===== config.mk =====
export PLATFORM = sky130hd
export DESIGN_NAME = char_lcd_command_sequencer
export DESIGN_NICKNAME = d
export VERILOG_FILES = /design/src/clcd_pkg.sv /design/src/clcd_front.sv /design/src/clcd_queue.sv /design/src/clcd_back.sv /design/src/char_lcd_command_sequencer.sv
export VERILOG_INCLUDE_DIRS = /design/src /design/src/src
export SDC_FILE = /design/constraint.sdc
export NUM_CORES = 1
export LEC_CHECK = 0
export ABC_CLOCK_PERIOD_IN_PS = 2700
export BUFFER_PORTS_ARGS = -buffer_cell sky130_fd_sc_hd__buf_4
export CORE_MARGIN = 2
export CORE_UTILIZATION = 45
export DETAILED_ROUTE_END_ITERATION = 10
export PLACE_DENSITY = 0.63
export SLEW_MARGIN = 20
export SYNTH_ARGS = -nofsm -noshare
export SYNTH_HDL_FRONTEND = slang
export SYNTH_SLANG_ARGS = --single-unit

===== constraint.sdc =====
create_clock -name aclk -period 2.7 [get_ports aclk]
set_input_delay 0.27 -clock aclk [delete_from_list [all_inputs] [get_ports aclk]]
set_output_delay 0.27 -clock aclk [all_outputs]
set_load 0.005 [all_outputs]

===== src/char_lcd_command_sequencer_assert.svh =====
// Assertion macros for the character LCD command sequencer.
// Depends on nothing; included by files that check their own logic.
`ifndef CHAR_LCD_COMMAND_SEQUENCER_ASSERT_SVH
`define CHAR_LCD_COMMAND_SEQUENCER_ASSERT_SVH

`ifndef SYNTHESIS
// Same-cycle implication, checked on every rising clock edge out of reset.
`define CLCD_ASSERT_IMPLIES(label, clk, rst_n, ante, cons) \
    label: assert property (@(posedge clk) disable iff (!rst_n) (ante) |-> (cons)) \
        else $error("clcd assertion failed");
// Next-cycle implication.
`define CLCD_ASSERT_NEXT(label, clk, rst_n, ante, cons) \
    label: assert property (@(posedge clk) disable iff (!rst_n) (ante) |=> (cons)) \
        else $error("clcd assertion failed");
`else
`define CLCD_ASSERT_IMPLIES(label, clk, rst_n, ante, cons)
`define CLCD_ASSERT_NEXT(label, clk, rst_n, ante, cons)
`endif

`endif


===== src/clcd_pkg.sv =====
// Shared types, codes and the power-up sequence table for the LCD sequencer.
// No dependencies.
package clcd_pkg;

    // Operation codes
    localparam logic [3:0] OP_INIT       = 4'd0;
    localparam logic [3:0] OP_CHAR       = 4'd1;
    localparam logic [3:0] OP_SET_CURSOR = 4'd2;
    localparam logic [3:0] OP_CLEAR      = 4'd3;
    localparam logic [3:0] OP_HOME       = 4'd4;
    localparam logic [3:0] OP_DISPLAY    = 4'd5;
    localparam logic [3:0] OP_CURSOR_VIS = 4'd6;
    localparam logic [3:0] OP_BLINK      = 4'd7;
    localparam logic [3:0] OP_ENTRY_MODE = 4'd8;
    localparam logic [3:0] OP_SHIFT_CUR  = 4'd9;
    localparam logic [3:0] OP_SHIFT_DISP = 4'd10;

    // Controller command bytes
    localparam logic [7:0] CMD_WAKE      = 8'h30;
    localparam logic [7:0] CMD_FUNC_8BIT = 8'h38;
    localparam logic [7:0] CMD_FUNC_4BIT = 8'h20;
    localparam logic [7:0] CMD_FUNC_4B2L = 8'h28;
    localparam logic [7:0] CMD_ONOFF     = 8'h08;
    localparam logic [7:0] CMD_CLEAR     = 8'h01;
    localparam logic [7:0] CMD_ENTRY_INC = 8'h06;
    localparam logic [7:0] CMD_DISP_ON   = 8'h0C;
    localparam logic [7:0] CMD_DDRAM     = 8'h80;
    localparam logic [7:0] CMD_SHIFT     = 8'h10;
    localparam logic [7:0] CMD_ENTRY     = 8'h04;
    localparam logic [7:0] CMD_HOME      = 8'h02;
    localparam logic [7:0] CMD_SHIFT_DSP = 8'h18;

    // Row start offsets, modulo 128 (row 1 is -1)
    localparam logic [6:0] ROW1_OFFSET = 7'd127;
    localparam logic [6:0] ROW2_OFFSET = 7'd39;
    localparam logic [6:0] ROW3_OFFSET = 7'd19;
    localparam logic [6:0] ROW4_OFFSET = 7'd83;

    // Timing, microseconds
    localparam int unsigned T_EN_US       = 20;
    localparam int unsigned T_PWRUP_US    = 40000;
    localparam int unsigned T_WAKE1_US    = 5000;
    localparam int unsigned T_WAKE2_US    = 150;
    localparam int unsigned T_CMD_US      = 60;
    localparam int unsigned T_CLR_INIT_US = 4000;
    localparam int unsigned T_CLR_HOME_US = 2000;

    localparam logic [15:0] HOLD_EN        = 16'(T_EN_US);
    localparam logic [15:0] HOLD_PWRUP     = 16'(T_PWRUP_US);
    localparam logic [15:0] HOLD_BAD_ROW   = 16'(T_CMD_US);
    localparam logic [15:0] HOLD_WAKE1     = 16'(T_EN_US + T_WAKE1_US);
    localparam logic [15:0] HOLD_WAKE2     = 16'(T_EN_US + T_WAKE2_US);
    localparam logic [15:0] HOLD_CMD       = 16'(T_EN_US + T_CMD_US);
    localparam logic [15:0] HOLD_CLR_INIT  = 16'(T_EN_US + T_CLR_INIT_US);
    localparam logic [15:0] HOLD_CLR_HOME  = 16'(T_EN_US + T_CLR_HOME_US);

    // Last step of the power-up list per bus width
    localparam logic [3:0] INIT_LAST_8 = 4'd8;
    localparam logic [3:0] INIT_LAST_4 = 4'd9;

    localparam int unsigned QUEUE_DEPTH = 4;

    // Job kinds carried from front to back
    typedef enum logic [1:0] {
        JOB_IDLE   = 2'd0,  // one EN-low event, pins zero
        JOB_STROBE = 2'd1,  // one EN pulse with the pins as given
        JOB_BYTE   = 2'd2   // a full byte: one pulse (8-bit) or two nibbles
    } job_kind_t;

    typedef struct packed {
        job_kind_t   kind;
        logic        rs;
        logic [7:0]  data;
        logic [15:0] hold;  // hold of the job's final event
        logic        last;  // final job of the operation
    } job_t;

    typedef struct packed {
        logic [3:0] opcode;
        logic [7:0] character;
        logic [2:0] row_number;
        logic [6:0] column_number;
        logic       flag_a;
        logic       flag_b;
    } in_item_t;

    typedef struct packed {
        logic        register_select;
        logic [7:0]  data_pins;
        logic        enable_level;
        logic [15:0] hold_us;
        logic        last_event;
    } out_event_t;

    function automatic job_t make_job(job_kind_t kind, logic [7:0] data,
                                      logic [15:0] hold, logic last);
        job_t j;
        j.kind = kind;
        j.rs   = 1'b0;
        j.data = data;
        j.hold = hold;
        j.last = last;
        return j;
    endfunction

    // Power-up sequence, one job per step
    function automatic job_t init_job(logic [3:0] step, logic eight);
        job_t       j;
        logic [3:0] t;
        t = (!eight && step > 4'd5) ? step - 4'd1 : step;
        case (step)
            4'd0: j = make_job(JOB_IDLE, 8'h00, HOLD_PWRUP, 1'b0);
            4'd1: j = make_job(JOB_STROBE, CMD_WAKE, HOLD_WAKE1, 1'b0);
            4'd2,
            4'd3: j = make_job(JOB_STROBE, CMD_WAKE, HOLD_WAKE2, 1'b0);
            4'd4: j = make_job(JOB_STROBE, eight ? CMD_FUNC_8BIT : CMD_FUNC_4BIT,
                               HOLD_CMD, 1'b0);
            default: begin
                if (!eight && step == 4'd5) begin
                    j = make_job(JOB_BYTE, CMD_FUNC_4B2L, HOLD_CMD, 1'b0);
                end else begin
                    case (t)
                        4'd5:    j = make_job(JOB_BYTE, CMD_ONOFF, HOLD_CMD, 1'b0);
                        4'd6:    j = make_job(JOB_BYTE, CMD_CLEAR, HOLD_CLR_INIT, 1'b0);
                        4'd7:    j = make_job(JOB_BYTE, CMD_ENTRY_INC, HOLD_CMD, 1'b0);
                        default: j = make_job(JOB_BYTE, CMD_DISP_ON, HOLD_CMD, 1'b1);
                    endcase
                end
            end
        endcase
        return j;
    endfunction

endpackage


===== src/clcd_front.sv =====
// Front end: accepts operations, keeps the on/off flags, queues byte jobs.
// Depends on clcd_pkg.
module clcd_front (
    input  logic              aclk,
    input  logic              aresetn,
    input  logic              bus_eight_bit,
    input  logic              s_valid,
    output logic              s_ready,
    input  clcd_pkg::in_item_t s_data,
    output logic              push_valid,
    input  logic              push_ready,
    output clcd_pkg::job_t    push_job
);

    typedef enum logic [1:0] {
        ST_IDLE,
        ST_PUSH,
        ST_INIT
    } state_t;

    state_t         state_reg, state_next;
    logic [3:0]     step_reg, step_next;
    clcd_pkg::job_t job_reg, job_next;
    logic           disp_reg, disp_next;
    logic           curs_reg, curs_next;
    logic           blink_reg, blink_next;

    logic           op_known;
    clcd_pkg::job_t op_job;
    logic [6:0]     row_off;
    logic           row_ok;
    logic [3:0]     init_last;

    // Row to address offset
    always_comb begin
        row_ok  = 1'b1;
        row_off = clcd_pkg::ROW1_OFFSET;
        unique case (s_data.row_number)
            3'd1:    row_off = clcd_pkg::ROW1_OFFSET;
            3'd2:    row_off = clcd_pkg::ROW2_OFFSET;
            3'd3:    row_off = clcd_pkg::ROW3_OFFSET;
            3'd4:    row_off = clcd_pkg::ROW4_OFFSET;
            default: row_ok  = 1'b0;
        endcase
    end

    // Decode one operation; flags take their new values first
    always_comb begin
        disp_next  = disp_reg;
        curs_next  = curs_reg;
        blink_next = blink_reg;
        op_known   = 1'b1;
        op_job     = clcd_pkg::make_job(clcd_pkg::JOB_BYTE, 8'h00, clcd_pkg::HOLD_CMD, 1'b1);
        unique case (s_data.opcode)
            clcd_pkg::OP_INIT: begin
                disp_next  = 1'b1;
                curs_next  = 1'b0;
                blink_next = 1'b0;
            end
            clcd_pkg::OP_CHAR: begin
                op_job.rs   = 1'b1;
                op_job.data = s_data.character;
            end
            clcd_pkg::OP_SET_CURSOR: begin
                if (row_ok) begin
                    op_job.data = clcd_pkg::CMD_DDRAM
                                | {1'b0, 7'(s_data.column_number + row_off)};
                end else begin
                    op_job.kind = clcd_pkg::JOB_IDLE;
                    op_job.hold = clcd_pkg::HOLD_BAD_ROW;
                end
            end
            clcd_pkg::OP_CLEAR: begin
                op_job.data = clcd_pkg::CMD_CLEAR;
                op_job.hold = clcd_pkg::HOLD_CLR_HOME;
            end
            clcd_pkg::OP_HOME: begin
                op_job.data = clcd_pkg::CMD_HOME;
                op_job.hold = clcd_pkg::HOLD_CLR_HOME;
            end
            clcd_pkg::OP_DISPLAY:    disp_next  = s_data.flag_a;
            clcd_pkg::OP_CURSOR_VIS: curs_next  = s_data.flag_a;
            clcd_pkg::OP_BLINK:      blink_next = s_data.flag_a;
            clcd_pkg::OP_ENTRY_MODE: begin
                op_job.data = clcd_pkg::CMD_ENTRY | {6'd0, s_data.flag_a, s_data.flag_b};
            end
            clcd_pkg::OP_SHIFT_CUR: begin
                op_job.data = clcd_pkg::CMD_SHIFT | {5'd0, s_data.flag_a, 2'd0};
            end
            clcd_pkg::OP_SHIFT_DISP: begin
                op_job.data = clcd_pkg::CMD_SHIFT_DSP | {5'd0, s_data.flag_a, 2'd0};
            end
            default: op_known = 1'b0;
        endcase
        if (s_data.opcode == clcd_pkg::OP_DISPLAY
                || s_data.opcode == clcd_pkg::OP_CURSOR_VIS
                || s_data.opcode == clcd_pkg::OP_BLINK) begin
            op_job.data = clcd_pkg::CMD_ONOFF | {5'd0, disp_next, curs_next, blink_next};
        end
    end

    assign init_last  = bus_eight_bit ? clcd_pkg::INIT_LAST_8 : clcd_pkg::INIT_LAST_4;
    assign s_ready    = (state_reg == ST_IDLE);
    assign push_valid = (state_reg != ST_IDLE);
    assign push_job   = (state_reg == ST_PUSH) ? job_reg
                                               : clcd_pkg::init_job(step_reg, bus_eight_bit);

    always_comb begin
        state_next = state_reg;
        step_next  = step_reg;
        job_next   = job_reg;
        unique case (state_reg)
            ST_IDLE: begin
                if (s_valid && op_known) begin
                    if (s_data.opcode == clcd_pkg::OP_INIT) begin
                        state_next = ST_INIT;
                        step_next  = 4'd0;
                    end else begin
                        state_next = ST_PUSH;
                        job_next   = op_job;
                    end
                end
            end
            ST_PUSH: begin
                if (push_ready) begin
                    state_next = ST_IDLE;
                end
            end
            ST_INIT: begin
                if (push_ready) begin
                    step_next = step_reg + 4'd1;
                    if (step_reg == init_last) begin
                        state_next = ST_IDLE;
                    end
                end
            end
            default: state_next = ST_IDLE;
        endcase
    end

    always_ff @(posedge aclk) begin
        if (!aresetn) begin
            state_reg <= ST_IDLE;
            step_reg  <= 4'd0;
            disp_reg  <= 1'b0;
            curs_reg  <= 1'b0;
            blink_reg <= 1'b0;
        end else begin
            state_reg <= state_next;
            step_reg  <= step_next;
            if (s_valid && s_ready) begin
                disp_reg  <= disp_next;
                curs_reg  <= curs_next;
                blink_reg <= blink_next;
            end
        end
        job_reg <= job_next;
    end

endmodule


===== src/clcd_queue.sv =====
// Small job queue between the front and back ends.
// Depends on clcd_pkg.
module clcd_queue #(
    parameter int unsigned DEPTH = clcd_pkg::QUEUE_DEPTH
) (
    input  logic           aclk,
    input  logic           aresetn,
    input  logic           push_valid,
    output logic           push_ready,
    input  clcd_pkg::job_t push_job,
    output logic           pop_valid,
    input  logic           pop_ready,
    output clcd_pkg::job_t pop_job
);

    localparam int unsigned PTR_W = (DEPTH > 1) ? $clog2(DEPTH) : 1;
    localparam int unsigned CNT_W = $clog2(DEPTH + 1);

    clcd_pkg::job_t   entry_reg [DEPTH];
    logic [PTR_W-1:0] wr_ptr_reg, wr_ptr_next;
    logic [PTR_W-1:0] rd_ptr_reg, rd_ptr_next;
    logic [CNT_W-1:0] count_reg, count_next;
    logic             do_push, do_pop;

    assign push_ready = (count_reg != CNT_W'(DEPTH));
    assign pop_valid  = (count_reg != '0);
    assign pop_job    = entry_reg[rd_ptr_reg];
    assign do_push    = push_valid && push_ready;
    assign do_pop     = pop_valid && pop_ready;

    always_comb begin
        wr_ptr_next = wr_ptr_reg;
        rd_ptr_next = rd_ptr_reg;
        count_next  = count_reg;
        if (do_push) begin
            wr_ptr_next = (wr_ptr_reg == PTR_W'(DEPTH - 1)) ? '0 : wr_ptr_reg + 1'b1;
        end
        if (do_pop) begin
            rd_ptr_next = (rd_ptr_reg == PTR_W'(DEPTH - 1)) ? '0 : rd_ptr_reg + 1'b1;
        end
        if (do_push && !do_pop) begin
            count_next = count_reg + 1'b1;
        end else if (do_pop && !do_push) begin
            count_next = count_reg - 1'b1;
        end
    end

    always_ff @(posedge aclk) begin
        if (!aresetn) begin
            wr_ptr_reg <= '0;
            rd_ptr_reg <= '0;
            count_reg  <= '0;
        end else begin
            wr_ptr_reg <= wr_ptr_next;
            rd_ptr_reg <= rd_ptr_next;
            count_reg  <= count_next;
        end
        if (do_push) begin
            entry_reg[wr_ptr_reg] <= push_job;
        end
    end

endmodule


===== src/clcd_back.sv =====
// Back end: expands each job into EN strobes and drives the event register.
// Depends on clcd_pkg.
module clcd_back (
    input  logic                 aclk,
    input  logic                 aresetn,
    input  logic                 bus_eight_bit,
    input  logic                 pop_valid,
    output logic                 pop_ready,
    input  clcd_pkg::job_t       pop_job,
    output logic                 m_valid,
    input  logic                 m_ready,
    output clcd_pkg::out_event_t m_data
);

    clcd_pkg::job_t       job_reg;
    logic                 busy_reg;
    logic [1:0]           idx_reg;
    logic                 m_valid_reg;
    clcd_pkg::out_event_t m_data_reg;

    logic                 slot_free;
    logic                 fire;
    logic [1:0]           final_idx;
    logic                 is_final;
    clcd_pkg::out_event_t ev;

    assign pop_ready = !busy_reg;
    assign slot_free = !m_valid_reg || m_ready;
    assign fire      = busy_reg && slot_free;

    always_comb begin
        case (job_reg.kind)
            clcd_pkg::JOB_IDLE:   final_idx = 2'd0;
            clcd_pkg::JOB_STROBE: final_idx = 2'd1;
            default:              final_idx = bus_eight_bit ? 2'd1 : 2'd3;
        endcase
        is_final = (idx_reg == final_idx);

        ev.register_select = job_reg.rs;
        ev.enable_level    = (job_reg.kind != clcd_pkg::JOB_IDLE) && !idx_reg[0];
        ev.hold_us         = is_final ? job_reg.hold : clcd_pkg::HOLD_EN;
        ev.last_event      = is_final && job_reg.last;
        case (job_reg.kind)
            clcd_pkg::JOB_IDLE:   ev.data_pins = 8'h00;
            clcd_pkg::JOB_STROBE: ev.data_pins = job_reg.data;
            default: begin
                if (bus_eight_bit) begin
                    ev.data_pins = job_reg.data;
                end else if (idx_reg[1]) begin
                    ev.data_pins = {job_reg.data[3:0], 4'h0};
                end else begin
                    ev.data_pins = {job_reg.data[7:4], 4'h0};
                end
            end
        endcase
    end

    always_ff @(posedge aclk) begin
        if (!aresetn) begin
            busy_reg    <= 1'b0;
            idx_reg     <= 2'd0;
            m_valid_reg <= 1'b0;
        end else begin
            if (!busy_reg && pop_valid) begin
                busy_reg <= 1'b1;
                idx_reg  <= 2'd0;
            end else if (fire) begin
                if (is_final) begin
                    busy_reg <= 1'b0;
                end else begin
                    idx_reg <= idx_reg + 2'd1;
                end
            end
            if (fire) begin
                m_valid_reg <= 1'b1;
            end else if (m_ready) begin
                m_valid_reg <= 1'b0;
            end
        end
        if (!busy_reg && pop_valid) begin
            job_reg <= pop_job;
        end
        if (fire) begin
            m_data_reg <= ev;
        end
    end

    assign m_valid = m_valid_reg;
    assign m_data  = m_data_reg;

endmodule


===== src/char_lcd_command_sequencer.sv =====
// Top level of the character LCD command sequencer: front, queue, back.
// Depends on clcd_pkg, clcd_front, clcd_queue, clcd_back and the assert header.
//
//  Channel | Ports                         | Carries
//  --------+-------------------------------+------------------------------------
//  input   | s_valid  s_ready  s_data      | one LCD operation (in_item_t)
//  output  | m_valid  m_ready  m_data      | one bus event (out_event_t)
//  config  | cfg_valid cfg_ready cfg_data  | bus_eight_bit, always ready
//
// An operation is decoded combinationally on acceptance, and its byte jobs
// enter the queue at one per cycle while the queue has room. The back end
// emits one bus event per cycle while the sink keeps up, with a load step
// before the events of each job. A character write in 4-bit mode is four
// events; power-up init in 4-bit mode, the longest, is ten jobs and 29 events.
// A new operation is taken once the front has queued the last job of the
// previous one. Reset is synchronous and clears all control state.
`include "char_lcd_command_sequencer_assert.svh"

module char_lcd_command_sequencer #(
    parameter int unsigned QUEUE_DEPTH = clcd_pkg::QUEUE_DEPTH
) (
    input  logic                 aclk,
    input  logic                 aresetn,
    // operation input
    input  logic                 s_valid,
    output logic                 s_ready,
    input  clcd_pkg::in_item_t   s_data,
    // bus event output
    output logic                 m_valid,
    input  logic                 m_ready,
    output clcd_pkg::out_event_t m_data,
    // configuration
    input  logic                 cfg_valid,
    output logic                 cfg_ready,
    input  logic                 cfg_data
);

    // Bus width select; the user must write it only while the block is idle (not enforced)
    logic           bus_eight_bit_reg;

    logic           push_valid, push_ready;
    clcd_pkg::job_t push_job;
    logic           pop_valid, pop_ready;
    clcd_pkg::job_t pop_job;

    assign cfg_ready = 1'b1;

    always_ff @(posedge aclk) begin
        if (!aresetn) begin
            bus_eight_bit_reg <= 1'b0;
        end else if (cfg_valid && cfg_ready) begin
            bus_eight_bit_reg <= cfg_data;
        end
    end

    // Front: classifies each operation and queues its byte jobs
    clcd_front u_front (
        .aclk          (aclk),
        .aresetn       (aresetn),
        .bus_eight_bit (bus_eight_bit_reg),
        .s_valid       (s_valid),
        .s_ready       (s_ready),
        .s_data        (s_data),
        .push_valid    (push_valid),
        .push_ready    (push_ready),
        .push_job      (push_job)
    );

    // Queue decouples decode from the slow event stream
    clcd_queue #(
        .DEPTH (QUEUE_DEPTH)
    ) u_queue (
        .aclk       (aclk),
        .aresetn    (aresetn),
        .push_valid (push_valid),
        .push_ready (push_ready),
        .push_job   (push_job),
        .pop_valid  (pop_valid),
        .pop_ready  (pop_ready),
        .pop_job    (pop_job)
    );

    // Back: turns each job into EN-high / EN-low event pairs, or one EN-low event for an idle job
    clcd_back u_back (
        .aclk          (aclk),
        .aresetn       (aresetn),
        .bus_eight_bit (bus_eight_bit_reg),
        .pop_valid     (pop_valid),
        .pop_ready     (pop_ready),
        .pop_job       (pop_job),
        .m_valid       (m_valid),
        .m_ready       (m_ready),
        .m_data        (m_data)
    );

    // An EN-high event is always the fixed pulse width and never ends an operation
    `CLCD_ASSERT_IMPLIES(a_en_pulse, aclk, aresetn, m_valid && m_data.enable_level, (m_data.hold_us == clcd_pkg::HOLD_EN) && !m_data.last_event)
    // The final event of an operation leaves EN low
    `CLCD_ASSERT_IMPLIES(a_last_en_low, aclk, aresetn, m_valid && m_data.last_event, !m_data.enable_level)
    // An unknown opcode is dropped and the front stays open
    `CLCD_ASSERT_NEXT(a_unknown_drop, aclk, aresetn, s_valid && s_ready && (s_data.opcode > clcd_pkg::OP_SHIFT_DISP), s_ready)

endmodule

Word-level counts from Yosys, hierarchy flattened --
Memories as Yosys holds them, arrays and structs flattened. A register that Yosys moved wholly into a read port is not among the register bits. Cells that the tools add are included.
Storage, ports and cells: memories 1, word-level logic and storage cells 158, output and inout port bits 30, bits in writable memories 112, register bits 75, input port bits 30
Memories:
- u_queue.entry_reg | depth 4, width 28, read ports 1, clocked after memory_dff 1, write ports 1, line clcd_queue.sv:19 | clcd_pkg::job_t entry_reg [DEPTH];
Cells by class: add/sub/neg operators 8, reductions and logical operators 42, multiplexer cells 46, bitwise logic cells 3, $lt $le $gt $ge 1, equal/unequal tests 35
Operator list (number):
- one-hot mux 28 bit (4 select lines) | 1
- one-hot mux 21 bit (3 select lines) | 1
- two-way mux 28 bit | 2
- one-hot mux 8 bit (7 select lines) | 1
- == test 4 x 3 -> 1 bit (second input constant) | 9
- two-way mux 8 bit | 3
- one-hot mux 11 bit (2 select lines) | 1
- one-hot mux 7 bit (3 select lines) | 1
- two-way mux 2 bit | 9
- == test 4 x 2 -> 1 bit (second input constant) | 4
- two-way mux 4 bit | 4
- one-hot mux 8 bit (2 select lines) | 1
- nonzero test 2 bit | 7
- == test 4 bit (second input constant) | 3
- logical AND 1 bit | 11
- two-way mux 1 bit | 11
- OR reduction 11 bit | 1
- two-way mux 3 bit | 3
- == test 4 x 1 -> 1 bit (second input constant) | 2
- zero test 4 bit | 2
- one-hot mux 4 bit (2 select lines) | 1
- AND reduction 4 bit | 2
- adder 7 bit | 1
- two-way mux 7 bit | 1
- other kinds (29) | 53

Logic depth before layout (Yosys ltp) --
depth in word-level cells 8, depth in mapped cells 10, mapped depth without buffers 8

Cells and area by module --
A second synthesis with hierarchy kept.
Second synthesis, totals: cells, all modules 584, area, all modules 8755.9 um^2
By module, submodules not included:
- clcd_queue | seq. area each 3543.4 um^2, cells each 197, instances 1, area each 4521.8 um^2
- clcd_back | seq. area each 1731.7 um^2, cells each 118, instances 1, area each 2094.5 um^2
- clcd_front | seq. area each 630.6 um^2, cells each 264, instances 1, area each 2092.0 um^2
- char_lcd_command_sequencer | seq. area each 20.0 um^2, cells each 5, instances 1, area each 47.5 um^2

Least setup slack after synthesis --
Ideal clock, no wire load.
path kind register to register, from register u_front.step_reg[0], to memory u_queue.entry_reg[0][7] (netlist name), data pin, clock period less this slack 2.433 ns, path slack 0.267 ns, required time 2.435 ns, stages on the path, launching flop included 10, path buffers 2, setup time 0.265 ns, arrival 2.168 ns, path through dfxtp_1 -> clkbuf_1 -> inv_1 -> ha_1 -> buf_2 -> nor4_1 -> nor3_1 -> nor2_1 -> nand3_4 -> o211a_1
RTL lines:
- start, declared | line clcd_front.sv:22 | logic [3:0] step_reg, step_next;
- start signal, assigned | line clcd_front.sv:150 | step_reg <= step_next;
- end, declared | line clcd_queue.sv:19

==> run_results.csv <==
group,metric,value,unit
die,ioPinCount,60,
setup_path,crit_buf_inv,2,
setup_path,critPathArrivalTime,2.70,ns
pwr,p_per_area,852.6,nW/µm²
place,numPlacedInstances,813,
status,outcome,"completed",
clocking,postCtsSetupRepairBufs,0,
drt,via_per_inst,5.328,
finish,nets,654,
clocking,clock_path_buffers,2,
synth,avgSynthCellArea,14.31,µm²
synth,ys_seq_elements,179,
clocking,cts_made_buffers,17,
finish,antenna_cells,0,
clocking,root_buffer,"clkbuf_16",
pwr,ir_drop,463.0,µV
timing,fin_tns_setup,0,ns
finish,final_core_util,0.5267,
timing,finClkSkew,0.007690,ns
place,dp_hpwl,9869,µm
finish,mostFrequentLayoutCell,"edfxtp_1",
finish,final_cell_mix,"edfxtp_1 (158), buf_4 (70), nand2_1 (36), nor2_1 (28), mux4_2 (24)",
global_route,grt_max_degree,28,
timing,slew_viol_final,0,
setup_path,cp_max_fo,10,
setup_path,crit_family,"simple AND/OR/NAND/NOR gates",
global_route,grt_pass1_vias,4484,
setup_path,crit_type,"flop to flop",
die,coreArea,17180,µm²
finish,drive_gt1_frac,0.2129,
run,maxCapViolCount,0,
setup_path,crit_path_max_incr_delay,0.52,ns
die,die_h,135.9,µm
pwr,leakage,0.003226,µW
setup_path,end_kind,"flop",
timing,finalHoldViolCount,0,
synth,synthCells,547,
pwr,total_power,7714,µW
timing,setup_viol_count_final,0,
synth,yosys_warnings,0,
drt,vias,4502,
finish,area_delta_synth_final,15.55,%
synth,ys.flop_type,"edfxtp_1",
drt,postRouteAntennaNets,0,
setup_path,crit_chain,"inv_1, ha_1, buf_4, nor4_1, nor3_1, nor2_1, nand3_4, o211a_1",
timing,rsz0062_at_grt,"false",
die,die-area,18470,µm²
clocking,clock-sinks,179,
worst_hold_path,min_path_type,"primary input to flop",
setup_path,crit_path_start_kind,"flop",
clocking,ctsHtreeMaxLevel,4,
finish,fin_cells,845,
clocking,cts.reportedPaths.clkPinSlew,0.06,ns
setup_path,crit_required,2.85,ns
clocking,insertion_delay,0.42,ns
global_route,grt_overflow,0,
global_route,grt_pass1_wl,22910,µm
timing,slew_headroom,0.4517,
global_route,track_usage,0.1645,
clocking,cts_tree,"built",
timing,finalCritPeriodShare,0.9418,
place,postPlaceCellArea,8503,µm²
global_route,antenna_found_initial,0,
drt,wire_per_inst,16.87,µm
drt,drtIter0Drc,266,
drt,wl,14260,µm
synth,synth-async-reset-ratio,0,
timing,min_period,2.543,ns
drt,drtPass1Iterations,5,
setup_path,cp_slowest_cell,"dfxtp_1",
place,place.gp.congestion,0.8300,
drt,route.detailed.drc,0,
die,fp-row-count,48,
die,die_w,135.9,µm
die,start_util,0.4559,
finish,largest_reg_flops,96,
finish,stdcell_area,9047,µm²
timing,fmax,393.3,MHz
synth,yosysSeqAreaShare,0.6596,
synth,synth_edf_count,158,
timing,worst_pin_slew,0.8215,ns
synth,ys_types,61,
place,port_buffers,55,
synth,syn_area,7830,µm²
-- final cells by class --
class,instances,area (µm²)
Fill cell,1439,8129
Sequential cell,179,5165
Multi-Input combinational cell,320,2460
Timing Repair Buffer,70,525.5
Clock buffer,20,436.7
Tap cell,225,281.5
Clock inverter,12,107.6
Inverter,19,71.32
-- power by group --
group | switching [µW] | total, µW | internal [µW]
Clock | 973 | 2240 | 1270
Sequential | 162 | 3840 | 3670
Combinational | 887 | 1630 | 748
-- cells in the mapped netlist, types with 4 or more instances --
| cell | count | area, µm² |
|---|---|---|
| dfxtp_1 | 21 | 420.4 |
| nor3_1 | 13 | 65.06 |
| and2_1 | 11 | 68.82 |
| clkbuf_1 | 20 | 75.07 |
| ha_1 | 16 | 200.2 |
| nand2b_1 | 10 | 62.56 |
| edfxtp_1 | 158 | 4745 |
| xnor2_1 | 10 | 87.58 |
| a31oi_1 | 5 | 31.28 |
| buf_4 | 5 | 37.54 |
| inv_1 | 19 | 71.32 |
| mux4_2 | 24 | 540.5 |
| nand3_1 | 9 | 45.04 |
| nor2b_1 | 23 | 143.9 |
| buf_2 | 5 | 25.02 |
| nand2_1 | 36 | 135.1 |
| a21boi_0 | 4 | 30.03 |
| or3_1 | 4 | 25.02 |
| and3_1 | 15 | 93.84 |
| a22oi_1 | 5 | 37.54 |
| a21oi_1 | 21 | 105.1 |
| nor2_1 | 28 | 105.1 |
| o21a_1 | 4 | 30.03 |
| mux2i_1 | 7 | 70.07 |
| o21ai_0 | 18 | 90.09 |
-- logic make-up (layout without fill, tap and decap cells) --
group,count (synthesis),count (layout),synth area share
adder cells (fa/ha/maj),18,18,0.02940
XOR/XNOR,14,14,0.01806
AND/OR/NAND/NOR,166,166,0.1123
multiplexers,31,31,0.07798
other,2,4,0.0009591
AO/OA/AOI/OAI,87,87,0.07447
buffers and inverters,50,121,0.02716
flip-flops,179,179,0.6596
-- worst min-delay path, delay by kind of cell --
family                 cells  cell delay [ns]
AND/OR/NAND/NOR            1             0.11
multiplexers               1             0.05
buffers and inverters      1             0.08
-- worst paths after layout --
kind	startpoint	end	slack [ns]	cells past startpoint
worst min register to register	u_back.ev[26]	u_back.m_data[26]	0.42	0
worst min-delay path	cfg_data	bus_eight_bit_reg	0.13	3
worst max register to register	u_front.step_reg[0]	u_queue.entry_reg[1][7]	0.16	8
worst max-delay path	u_front.step_reg[0]	u_queue.entry_reg[1][7]	0.16	8
-- routing by layer --
| metal | part of all wire | vias to the layer above | wire [µm] | global-route usage |
|---|---|---|---|---|
| li1 | - | 2171 | - | - |
| met1 | 0.44 | 2183 | 6206 | 0.2021 |
| met2 | 0.51 | 134 | 7306 | 0.2870 |
| met3 | 0.041 | 14 | 582 | 0.03840 |
| met4 | 0.011 | 0 | 161 | 0.05440 |
| met5 | 0 | - | 0 | 0 |
-- metrics by stage --
| stage | setup WS, ns | hold slack (ns) |
|---|---|---|
| 6_report | 0.1572 | 0.1303 |
| 5_1_grt | 0.01189 | 0.1411 |
| 4_1_cts | 0.1990 | 0.1080 |
| 3_5_place_dp | 0.2845 | 0.4138 |
| 3_3_place_gp | 0.3481 | 0.4115 |
| 2_1_floorplan | 0.2666 | 0.4003 |
-- timing repair --
action                     4_1_cts  5_1_grt
resized for setup                0        1
hold endpoints to repair         0        0
hold buffers                     0        0
setup endpoints to repair        0        4
Power figures use the tool's default switching activity.
